===== src/design/cvkt_pkg.sv =====
// ----------------------------------------------------------------------------
// cvkt_pkg
// Shared types, micro-op codes, register indexes and fixed-point helpers for
// the constant-velocity Kalman tracker.
// ----------------------------------------------------------------------------
package cvkt_pkg;

    localparam int PW = 65;   // signed 33x32 product
    localparam int SW = 67;   // working width for sums before saturation

    typedef logic [3:0] op_t;

    localparam op_t OP_DT   = 4'd0;   // dt = tick_period * elapsed
    localparam op_t OP_P1   = 4'd1;   // predicted position
    localparam op_t OP_M    = 4'd2;   // pv + dt*vv
    localparam op_t OP_T    = 4'd3;   // pp + dt*pv + q_pp partial
    localparam op_t OP_PP1  = 4'd4;   // predicted pp, pv, vv, innovation
    localparam op_t OP_KP   = 4'd5;
    localparam op_t OP_KV   = 4'd6;
    localparam op_t OP_EP   = 4'd7;
    localparam op_t OP_EV   = 4'd8;
    localparam op_t OP_CPP  = 4'd9;
    localparam op_t OP_CPV  = 4'd10;
    localparam op_t OP_CVV  = 4'd11;
    localparam op_t OP_TICK = 4'd12;  // advance published prediction

    localparam logic OPC_TICK = 1'b0;
    localparam logic OPC_MEAS = 1'b1;

    typedef logic [2:0] reg_idx_t;
    localparam reg_idx_t REG_TICK_PERIOD  = 3'd0;
    localparam reg_idx_t REG_PREDICT_STEP = 3'd1;
    localparam reg_idx_t REG_NOISE_PP     = 3'd2;
    localparam reg_idx_t REG_NOISE_PV     = 3'd3;
    localparam reg_idx_t REG_NOISE_VV     = 3'd4;
    localparam reg_idx_t REG_MEAS_NOISE_X = 3'd5;
    localparam reg_idx_t REG_MEAS_NOISE_Y = 3'd6;
    localparam reg_idx_t REG_MEAS_NOISE_Z = 3'd7;

    localparam logic [31:0] RST_TICK_PERIOD  = 32'd3277;
    localparam logic [31:0] RST_PREDICT_STEP = 32'd655;
    localparam logic [30:0] RST_NOISE_PP     = 31'd2946;
    localparam logic [30:0] RST_NOISE_PV     = 31'd589091;
    localparam logic [30:0] RST_NOISE_VV     = 31'd117817999;
    localparam logic [30:0] RST_MEAS_NOISE_X = 31'd8388608;
    localparam logic [30:0] RST_MEAS_NOISE_Y = 31'd9227469;
    localparam logic [30:0] RST_MEAS_NOISE_Z = 31'd7549747;

    localparam logic signed [31:0] ONE_Q16 = 32'sd65536;
    localparam logic signed [31:0] ONE_Q24 = 32'sd16777216;

    typedef struct packed {
        logic       accept;
        logic       mul;
        logic       wb;
        op_t        op;
        logic [1:0] axis;
        logic       div_start;
        logic       set_fresh;
        logic       load_out;
    } cmd_t;

    typedef struct packed {
        logic div_done;
        logic out_free;
    } sts_t;

    function automatic logic signed [SW-1:0] sx32(input logic signed [31:0] v);
        return $signed({{(SW-32){v[31]}}, v});
    endfunction

    function automatic logic signed [31:0] sat32(input logic signed [SW-1:0] x);
        logic signed [SW-1:0] hi;
        logic signed [SW-1:0] lo;
        hi = sx32(32'sh7FFF_FFFF);
        lo = sx32(32'sh8000_0000);
        if (x > hi)
            return 32'sh7FFF_FFFF;
        else if (x < lo)
            return 32'sh8000_0000;
        else
            return x[31:0];
    endfunction

endpackage


===== src/design/cvkt_ctrl.sv =====
// ----------------------------------------------------------------------------
// cvkt_ctrl
// Sequencer: walks the per-axis micro-op list for a measure request and the
// prediction update for a tick request, handing off the result after a tick.
// ----------------------------------------------------------------------------
module cvkt_ctrl
    import cvkt_pkg::*;
#(
    parameter int AXES = 3
) (
    input  logic aclk,
    input  logic aresetn,
    input  logic s_tvalid,
    output logic s_tready,
    input  logic s_opcode,
    input  sts_t sts,
    output cmd_t cmd
);

    localparam logic [2:0] ST_IDLE = 3'd0;
    localparam logic [2:0] ST_MUL  = 3'd1;
    localparam logic [2:0] ST_WB   = 3'd2;
    localparam logic [2:0] ST_DIV  = 3'd3;
    localparam logic [2:0] ST_DIVW = 3'd4;
    localparam logic [2:0] ST_OUT  = 3'd5;

    logic [2:0] state_reg, state_next;
    op_t        op_reg, op_next;
    logic [1:0] axis_reg, axis_next;
    logic       last_axis;

    assign last_axis = (axis_reg == 2'(AXES - 1));
    assign s_tready  = (state_reg == ST_IDLE);

    always_comb begin
        cmd        = '0;
        cmd.op     = op_reg;
        cmd.axis   = axis_reg;
        state_next = state_reg;
        op_next    = op_reg;
        axis_next  = axis_reg;
        unique case (state_reg)
            ST_IDLE: begin
                if (s_tvalid) begin
                    cmd.accept = 1'b1;
                    axis_next  = '0;
                    op_next    = (s_opcode == OPC_MEAS) ? OP_DT : OP_TICK;
                    state_next = ST_MUL;
                end
            end
            ST_MUL: begin
                cmd.mul    = 1'b1;
                state_next = ST_WB;
            end
            ST_WB: begin
                cmd.wb     = 1'b1;
                state_next = ST_MUL;
                case (op_reg)
                    OP_DT:  op_next = OP_P1;
                    OP_P1:  op_next = OP_M;
                    OP_M:   op_next = OP_T;
                    OP_T:   op_next = OP_PP1;
                    OP_PP1: state_next = ST_DIV;
                    OP_KP:  op_next = OP_KV;
                    OP_KV:  op_next = OP_EP;
                    OP_EP:  op_next = OP_EV;
                    OP_EV:  op_next = OP_CPP;
                    OP_CPP: op_next = OP_CPV;
                    OP_CPV: op_next = OP_CVV;
                    OP_CVV: begin
                        if (last_axis) begin
                            cmd.set_fresh = 1'b1;
                            state_next    = ST_IDLE;
                        end else begin
                            axis_next = axis_reg + 2'd1;
                            op_next   = OP_P1;
                        end
                    end
                    OP_TICK: begin
                        if (last_axis)
                            state_next = ST_OUT;
                        else
                            axis_next = axis_reg + 2'd1;
                    end
                    default: state_next = ST_IDLE;
                endcase
            end
            ST_DIV: begin
                cmd.div_start = 1'b1;
                state_next    = ST_DIVW;
            end
            ST_DIVW: begin
                if (sts.div_done) begin
                    op_next    = OP_KP;
                    state_next = ST_MUL;
                end
            end
            ST_OUT: begin
                if (sts.out_free) begin
                    cmd.load_out = 1'b1;
                    state_next   = ST_IDLE;
                end
            end
            default: state_next = ST_IDLE;
        endcase
    end

    always_ff @(posedge aclk) begin
        if (!aresetn) begin
            state_reg <= ST_IDLE;
            op_reg    <= OP_DT;
            axis_reg  <= '0;
        end else begin
            state_reg <= state_next;
            op_reg    <= op_next;
            axis_reg  <= axis_next;
        end
    end

    // write-back always follows a multiply cycle
    a_wb_after_mul: assert property (@(posedge aclk) disable iff (!aresetn)
        state_reg == ST_WB |-> $past(state_reg) == ST_MUL)
        else $error("write-back without multiply");

    // result register is only loaded when free
    a_load_free: assert property (@(posedge aclk) disable iff (!aresetn)
        cmd.load_out |-> sts.out_free)
        else $error("result overwritten");

    // one request at a time
    a_accept_busy: assert property (@(posedge aclk) disable iff (!aresetn)
        (s_tvalid && s_tready) |=> !s_tready)
        else $error("second request taken while busy");

    // axis never leaves the configured range
    a_axis_range: assert property (@(posedge aclk) disable iff (!aresetn)
        state_reg != ST_IDLE |-> axis_reg <= 2'(AXES - 1))
        else $error("axis out of range");

endmodule


===== config.mk =====
export PLATFORM = sky130hd
export DESIGN_NAME = cvkt_ctrl
export DESIGN_NICKNAME = d
export VERILOG_FILES = /design/src/design/cvkt_pkg.sv /design/src/design/cvkt_ctrl.sv
export SDC_FILE = /design/constraint.sdc
export NUM_CORES = 1
export LEC_CHECK = 0
export BUFFER_PORTS_ARGS = -buffer_cell sky130_fd_sc_hd__buf_2
export CAP_MARGIN = 20
export CORE_MARGIN = 2
export CORE_UTILIZATION = 35
export DETAILED_ROUTE_END_ITERATION = 12
export PLACE_DENSITY = 0.57
export SETUP_SLACK_MARGIN = 0.02
export SYNTH_ARGS = -nofsm -noshare
export SYNTH_HDL_FRONTEND = slang
export SYNTH_SLANG_ARGS = --single-unit
export TNS_END_PERCENT = 10

===== constraint.sdc =====
create_clock -name aclk -period 1.7 [get_ports aclk]
set_input_delay 0 -clock aclk [delete_from_list [all_inputs] [get_ports aclk]]
set_output_delay 0 -clock aclk [all_outputs]
set_load 0.05 [all_outputs]

==> results of run 1 <==
==> routing by layer <==
layer,part of all wire,up-vias,track usage
li1,-,385,-
met1,0.47,338,0.2000
met2,0.46,22,0.2658
met3,0.060,2,0.03374
met4,0.0093,0,0.06190
met5,0,-,0
==> power groups by stage <==
| stage | Combinational, mW | Sequential (mW) | Clock, mW |
|---|---|---|---|
| floorplan | 0.383 | 0.306 | 0 |
| global placement | 0.527 | 0.283 | 0 |
| detailed placement | 0.529 | 0.284 | 0 |
| CTS | 0.532 | 0.280 | 0.179 |
| global route | 0.568 | 0.285 | 0.193 |
| finish | 0.531 | 0.280 | 0.174 |
==> metrics by stage <==
step	TNS, ns	util	hold WS (ns)	setup slack [ns]	power [mW]
5_1_grt	0	0.4646	0.02171	0.06670	1.047
2_1_floorplan	-0.1944	-	0.1175	-0.1060	0.6890
4_1_cts	0	0.4646	0.02698	0.1680	0.9906
3_3_place_gp	0	0.4504	0.2983	0.2085	0.8099
6_report	0	0.4646	0.03213	0.1734	0.9847
3_5_place_dp	0	0.4504	0.3089	0.1817	0.8135
==> cell usage in the layout (no fill, tap or decap), types with 2 or more instances in the layout <==
cell      instances
buf_2            18
nand3_1           2
nand2_1           6
a21oi_1           6
nor3_2            2
a31oi_1           3
nor2_1            5
o21ai_0           4
nor3_1            3
clkbuf_4          3
inv_1             9
nand2b_1          2
nand2b_4          2
a211oi_1          2
o22ai_1           2
dfxtp_1           9
buf_4             7
==> cells by family (layout without fill, tap and decap cells) <==
| logic type | after synthesis | after routing | synth area share |
|---|---|---|---|
| adders and majority gates | 1 | 1 | 0.01745 |
| DFF | 9 | 9 | 0.2513 |
| xor gates and xnor gates | 1 | 1 | 0.01222 |
| muxes | 1 | 1 | 0.01396 |
| AOI/OAI and AO/OA | 32 | 32 | 0.3299 |
| buffers and inverters | 17 | 39 | 0.1117 |
| and+or+nand+nor | 32 | 32 | 0.2636 |
==> path summary, 6_finish.rpt <==
kind,to,slack [ns]
worst max-delay path,op_reg[1]$_SDFFE_PN0P_,0.17
worst min-delay path,axis_reg[0]$_SDFFE_PN0P_,0.03
worst min register to register,axis_reg[1]$_SDFFE_PN0P_,0.48
worst max register to register,op_reg[1]$_SDFFE_PN0P_,0.17
==> cell type report <==
cell class	instances	area, um2	area share
clock buffer	3	22.52	0.02497
clock inverter	1	5.005	0.005548
inverter	10	40.04	0.04438
multi-input combinational	67	478.0	0.5298
sequential	9	180.2	0.1997
tap	27	33.78	0.03745
timing repair buffer	25	142.6	0.1581
==> flow_summary.yaml, run 1 <==
outcome:
  status: "complete, no violations"
power_and_ir_drop:
  power_switching_uw: 473.2
  p_int_uw: 511.4
  ir_worst_vdd_uv: 711.6
  p_per_area_nw_per_um2: 1092
  clock_power_share: 0.177
  p_comb_frac: 0.540
  p_sw_frac: 0.4806
  p_seq_frac: 0.284
  p_leak_nw: 0.3981
worst_hold_path:
  hold_path.class: "in -> reg"
  whs_path_depth: 2
  worstHoldStart: "aresetn"
critical_path:
  path_class: "reg -> reg"
  cp.arrival_ns: 1.70
  cp-end-kind: "register"
  reg2regPathDepth: 4
  startpoint_type: "register"
  crit_family: "flip-flops"
  max_stage_delay_ns: 0.55
  crit_buf_inv: 0
  cp_cell_sequence: "nand4_1 -> o211a_2 -> or2_4 -> a311oi_2"
  cp.depth: 4
  cp_max_fo: 13
  cp_slowest_cell: "dfxtp_1"
  r2r_start: "op_reg[1]$_SDFFE_PN0P_"
  crit_start: "op_reg[1]$_SDFFE_PN0P_"
  cp.required_ns: 1.88
sta:
  max_freq_mhz: 655.0
  max_slew.worst_pin.slew_ns: 0.4103
  maxSlewHeadroom: 0.7244
  final-setup-viol-count: 0
  finalMaxSlewViolations: 0
  hold_viol_final: 0
  rsz0062_at_grt: "no"
  post-route-min-period_ns: 1.527
  period_share: 0.8980
  fin_skew_ns: 0.005009
synthesis:
  synth_async_sr_flop_share: 0
  synth_area_leaders: "dfxtp_1 (25%), inv_1 (4.7%), a21oi_1 (4.2%)"
  synth_top_area_share: 0.2513
  yosys.area.top_type: "dfxtp_1"
  synthCells: 93
  synth_edf_count: 0
  ys_seq_area_frac: 0.2513
  ys_top_cells_by_count: "dfxtp_1 (9), inv_1 (9), a21oi_1 (6), nand2_1 (6), nor3_1 (6)"
  ys_ff_latch: 9
  yosys_warnings: 0
  ys_types: 44
  syn_avg_cell_area_um2: 7.709
  synth_fp_nets: 100
  netlist_area_um2: 716.9
  ys.flop_type: "dfxtp_1"
finish:
  postLayoutCellArea_um2: 902.1
  antenna_cells: 0
  drive_gt1_frac: 0.3478
  fin_nets: 123
  largest_reg_flops: 4
  nFillCells: 223
  synthToLayoutAreaGrowth_pct: 25.83
  stdcell_count: 142
placed_design:
  numPlacedInstances: 138
  place.port_buffers: 18
  dp_hpwl_mm: 1.432
  dpl_cell_area_um2: 874.6
  gp_congestion: 0.8573
detailed_routing:
  wl_mm: 1.837
  wl_per_cell_um: 12.94
  drc_errors: 0
  via_per_inst: 5.261
  num_vias: 747
  drtPass1Iterations: 4
  first_iter_violations: 17
  drtAntennaViolNets: 0
floorplanning:
  dieArea_um2: 2427
  die_h_um: 49.26
  die_w_um: 49.26
  rows: 16
  io_pins: 19
  coreArea_um2: 1942
  start_util: 0.3692
clock_tree:
  path_clk_slew_ns: 0.07
  cts-root-buf: "clkbuf_4"
  cts_max_path_buffers: 2
  clkLatencyLatePin_ns: 0.26
  cts.repair.resized: 0
  htree_levels: 1
  cts_buffers: 3
  postCtsSetupBuffers: 0
  hold_buffers: 0
  clock-sinks: 9
  cts_tree: "built"
global_route:
  antenna_found_initial: 0
  grt_usage: 0.1599
  grt_max_degree: 14
  grt_pass1_vias: 711
  grt_pass1_wl_mm: 3.022
  grt_overflow_total: 0
flow_run:
  drv_cap: 0
(Power assumes the default switching activity.)
==> inputs of run 2 (changes only) <==
Settings changed: CORE_UTILIZATION 35 to 36, PLACE_DENSITY 0.57 to 0.58, SETUP_SLACK_MARGIN 0.02 to 0.5.
Clock period 1.7 ns to 1.5 ns, I/O delays scaled along.
==> flow_summary.yaml, run 2 (synthesis gave the netlist of run 1 again) <==
global_route:
  antenna_found_initial: 0
  grt_pass1_wl_mm: 3.712
  grt_max_degree: 12
  grt_overflow_total: 0
  grt_pass1_vias: 798
  grt_usage: 0.2044
finish:
  largest_reg_flops: 4
  stdcell_count: 157
  nFillCells: 187
  fin_nets: 138
  regArea_um2: 200.2
  drive_gt1_frac: 0.5615
  fin_util: 0.5938
  synthToLayoutAreaGrowth_pct: 59.16
  antenna_cells: 0
  most-common-layout-cells: "buf_4 (19), buf_2 (15), inv_1 (7)"
  multi_input_area_um2: 560.5
  final_common_cell: "buf_4"
critical_path:
  crit_buf_inv: 0
  cp_cell_sequence: "o21ba_4 -> o211a_4 -> or2_4 -> a311oi_2"
  cp.required_ns: 1.66
  cp_max_fo: 7
  path_class: "reg -> reg"
  cp-end-kind: "register"
  cp.arrival_ns: 1.53
  cp_slowest_cell: "dfxtp_4"
  startpoint_type: "register"
  ff2ff_setup_slack_ns: 0.13
  crit_family: "compound AO/OA/AOI/OAI gates"
  max_stage_delay_ns: 0.40
sta:
  period_share: 0.9144
  totalNegativeSetupSlack_ns: 0
  post-route-min-period_ns: 1.372
  fin_skew_ns: 0.007077
  max_freq_mhz: 729.1
  hold_viol_final: 0
  maxSlewHeadroom: 0.8238
  fin_ws_ns: 0.1284
  rsz0062_at_grt: "yes"
  finalMaxSlewViolations: 0
  final-setup-viol-count: 0
  max_slew.worst_pin.slew_ns: 0.2629
power_and_ir_drop:
  power_switching_uw: 582.6
  p_leak_nw: 0.4901
  p_comb_frac: 0.586
  p_per_area_nw_per_um2: 1094
  p_int_uw: 665.9
  ir_worst_vdd_uv: 571.6
  clock_power_share: 0.160
  p_seq_frac: 0.255
  p_sw_frac: 0.4666
outcome:
  status: "complete, no violations"
detailed_routing:
  via_per_inst: 5.465
  num_vias: 858
  wl_per_cell_um: 13.73
  drc_errors: 0
  drtPass1Iterations: 4
  first_iter_violations: 19
  drtAntennaViolNets: 0
  wl_mm: 2.156
floorplanning:
  die_w_um: 48.63
  rows: 16
  die_h_um: 48.63
  dieArea_um2: 2364
  io_pins: 19
  start_util: 0.3730
  coreArea_um2: 1922
placed_design:
  place.port_buffers: 18
  numPlacedInstances: 144
  pre_cts_slack_ns: -0.01803
  dp_hpwl_mm: 1.589
  gp_congestion: 0.8544
clock_tree:
  clkLatencyLatePin_ns: 0.27
  hold_buffers: 0
  cts_tree: "built"
  cts_buffers: 3
  cts_max_path_buffers: 2
  path_clk_slew_ns: 0.07
  cts-root-buf: "clkbuf_4"
  htree_levels: 1
  clock-sinks: 9
flow_run:
  drv_cap: 0
worst_hold_path:
  hold_path.class: "in -> reg"
-- run 2: cell count changes in the layout (fill, tap and decap cells not counted), moves of 2 or more --
cell	previous run	this run
dfxtp_2	0	4
nor2_2	0	2
buf_6	0	4
buf_2	18	15
buf_4	7	19
inv_1	9	7
nor2_1	5	3
dfxtp_4	0	4
dfxtp_1	9	1
-- run 2: what timing repair did --
| item | in CTS | in global routing |
|---|---|---|
| buffers inserted | 6 | 3 |
| pin swaps | 7 | 1 |
| endpoints found under the setup margin | 19 | 21 |
| gates resized for setup | 18 | 9 |
-- run 2: worst paths after layout --
check	start	depth (start not counted)	end
worst max-delay path	op_reg[3]$_SDFFE_PN0P_	4	op_reg[1]$_SDFFE_PN0P_
worst min-delay path	aresetn	2	axis_reg[0]$_SDFFE_PN0P_
worst max register to register	op_reg[3]$_SDFFE_PN0P_	4	op_reg[1]$_SDFFE_PN0P_
worst min register to register	axis_reg[1]$_SDFFE_PN0P_	2	axis_reg[1]$_SDFFE_PN0P_
-- run 2: per-layer routing --
| metal | track usage | up-vias | wire, um |
|---|---|---|---|
| met1 | 0.2471 | 407 | 907 |
| li1 | - | 417 | - |
| met5 | 0 | - | 0 |
| met3 | 0.04630 | 3 | 99 |
| met4 | 0.08095 | 0 | 23 |
| met2 | 0.3493 | 31 | 1126 |
-- run 2: power groups by stage --
stage          Sequential, mW  Combinational (mW)  Clock, mW
2_1_floorplan           0.350               0.445          0
6_report                0.318               0.731      0.200
3_3_place_gp            0.318               0.624          0
5_1_grt                 0.323               0.786      0.233
3_5_place_dp            0.319               0.632          0
4_1_cts                 0.321               0.702      0.203
-- run 2: final cells by class --
| type | instances | area share |
|---|---|---|
| Inverter | 10 | 0.03947 |
| Clock buffer | 4 | 0.02303 |
| Timing Repair Buffer | 40 | 0.2412 |
| Tap cell | 27 | 0.02961 |
| Sequential cell | 9 | 0.1754 |
| Multi-Input combinational cell | 67 | 0.4912 |
-- run 2: metrics by stage --
stage          power [mW]  hold WS [ns]  cell area [um2]
2_1_floorplan      0.7958        0.1174            765.7
3_3_place_gp       0.9421        0.2939            939.7
3_5_place_dp       0.9507        0.2972            939.7
4_1_cts             1.227       0.01186             1090
5_1_grt             1.342      0.003834             1141
6_report            1.248       0.01682             1141
==> inputs of run 3 (changes only) <==
Settings changed: CORE_MARGIN 2 to not set, PLACE_DENSITY 0.58 to not set.
==> flow_summary.yaml, run 3 (synthesis gave the netlist of run 1 again) <==
sta:
  post-route-min-period_ns: 1.408
  holdWs_ns: 0.02578
  fin_ws_ns: 0.09210
  fin_skew_ns: 0.002076
  final-setup-viol-count: 0
  period_share: 0.9386
  totalNegativeSetupSlack_ns: 0
  maxSlewHeadroom: 0.7537
  hold_viol_final: 0
  finalMaxSlewViolations: 0
  max_slew.worst_pin.slew_ns: 0.3666
  max_freq_mhz: 710.3
  rsz0062_at_grt: "yes"
clock_tree:
  clkLatencyLatePin_ns: 0.26
  clock-sinks: 9
  cts-root-buf: "clkbuf_4"
  cts_max_path_buffers: 2
  cts_buffers: 3
  htree_levels: 1
  path_clk_slew_ns: 0.07
  cts_tree: "built"
power_and_ir_drop:
  p_seq_frac: 0.256
  power_switching_uw: 559.9
  p_sw_frac: 0.4649
  power_mw: 1.204
  p_per_area_nw_per_um2: 1143
  ir_worst_vdd_uv: 529.0
  clock_power_share: 0.163
  p_leak_nw: 0.4656
  p_int_uw: 644.6
  p_comb_frac: 0.581
critical_path:
  cp_slowest_cell: "dfxtp_1"
  cp.arrival_ns: 1.55
  cp-end-kind: "register"
  crit_path_frequent_cell: "nand2b_4"
  path_class: "reg -> reg"
  crit_start: "state_reg[2]$_SDFFE_PN0P_"
  ff2ff_setup_slack_ns: 0.09
  r2r_start: "state_reg[2]$_SDFFE_PN0P_"
  worstReg2RegEnd: "op_reg[3]$_SDFFE_PN0P_"
  cp.required_ns: 1.64
  reg2regPathDepth: 7
  max_stage_delay_ns: 0.35
  crit_family: "simple AND/OR/NAND/NOR gates"
  cp_max_fo: 7
  crit_buf_inv: 2
  startpoint_type: "register"
  cp_cell_sequence: "nand2b_4 -> nand2b_4 -> inv_4 -> o211a_4 -> buf_4 -> nor3_1 -> a211oi_2"
detailed_routing:
  num_vias: 821
  m1WireLength_um: 959
  wl_mm: 2.043
  first_iter_violations: 32
  wl_met3_um: 73
  drc_errors: 0
  via_per_inst: 5.401
  wl_per_cell_um: 13.44
  dr_wl_met2_um: 962
  drtAntennaViolNets: 0
  top_layer: "met4"
  drtPass1Iterations: 4
finish:
  most-common-layout-cells: "buf_4 (19), buf_2 (16), inv_1 (8)"
  fin_util: 0.5847
  nFillCells: 186
  synthToLayoutAreaGrowth_pct: 46.95
  fin_nets: 135
  final_common_cell: "buf_4"
  drive_gt1_frac: 0.4961
  largest_reg_flops: 4
  antenna_cells: 0
global_route:
  antenna_found_initial: 0
  grt_pass1_wl_mm: 2.994
  grt_pass1_vias: 681
  grt_overflow_total: 0
  grt_usage: 0.1998
  grt_max_degree: 10
worst_hold_path:
  whs_path_depth: 2
  hold_path.class: "in -> reg"
  hold_end: "axis_reg[0]$_SDFFE_PN0P_"
  worstHoldStart: "aresetn"
placed_design:
  pre_cts_slack_ns: 0.07442
  gp_congestion: 0.8900
  place.port_buffers: 18
  dp_hpwl_mm: 1.427
floorplanning:
  rows: 15
  coreArea_um2: 1802
  io_pins: 19
  dieArea_um2: 2174
  start_util: 0.3979
  die_h_um: 46.63
  die_w_um: 46.63
outcome:
  status: "complete, no violations"
flow_run:
  drv_cap: 0
[run 3: worst max path at each step]
| stage | endpoint | slack (ns) | depth (start not counted) |
|---|---|---|---|
| 3_3_place_gp | op_reg[1]$_SDFFE_PN0P_ | 0.07 | 6 |
| 4_1_cts | cmd[1] | 0.11 | 6 |
| 2_1_floorplan | axis_reg[1]$_SDFFE_PN0P_ | -0.04 | 5 |
| 5_1_grt | axis_reg[1]$_SDFFE_PN0P_ | 0.03 | 7 |
| 6_report | op_reg[3]$_SDFFE_PN0P_ | 0.09 | 7 |
| 3_5_place_dp | op_reg[1]$_SDFFE_PN0P_ | 0.07 | 6 |
[run 3: repair_timing]
item / CTS / global route
endpoints found under the setup margin: 18 / 20
pin swaps: 6 / 0
setup buffers: 9 / 0
gates resized for setup: 8 / 3
gates cloned: 0 / 0
hold buffers: 0 / 0
[run 3: area by class of cell]
| class | count | area [um2] | area share |
|---|---|---|---|
| clock buffers | 4 | 26.28 | 0.02494 |
| multi-input cells | 67 | 514.2 | 0.4881 |
| repair buffers | 37 | 245.2 | 0.2328 |
| inverters | 10 | 40.04 | 0.03800 |
| flip-flops and latches | 9 | 196.4 | 0.1865 |
| well taps | 25 | 31.28 | 0.02969 |
[run 3: power groups by stage]
stage               Clock, mW  Combinational (mW)  Sequential, mW
finish                  0.197               0.700           0.308
global route            0.212               0.744           0.313
CTS                     0.201               0.688           0.307
detailed placement          0               0.603           0.325
global placement            0               0.598           0.325
floorplan                   0               0.445           0.350
[run 3: metrics by stage]
step | instances | area [um2]
floorplan | 93 | 765.7
detailed placement | 139 | 914.6
finish | 152 | 1054
CTS | 152 | 1039
global placement | 139 | 914.6
global route | 152 | 1054
[run 3: worst reg2reg max path, stage by stage (launching register included)]
cell	delay (ns)
dfxtp_1	0.35
nand2b_4	0.14
nand2b_4	0.15
inv_4	0.06
o211a_4	0.15
buf_4	0.13
nor3_1	0.24
a211oi_2	0.07
[run 3: routing by layer]
layer	up-vias	GRT usage
li1	408	-
met1	378	0.2506
met2	29	0.3278
met3	6	0.02353
met4	0	0.1086
met5	-	0
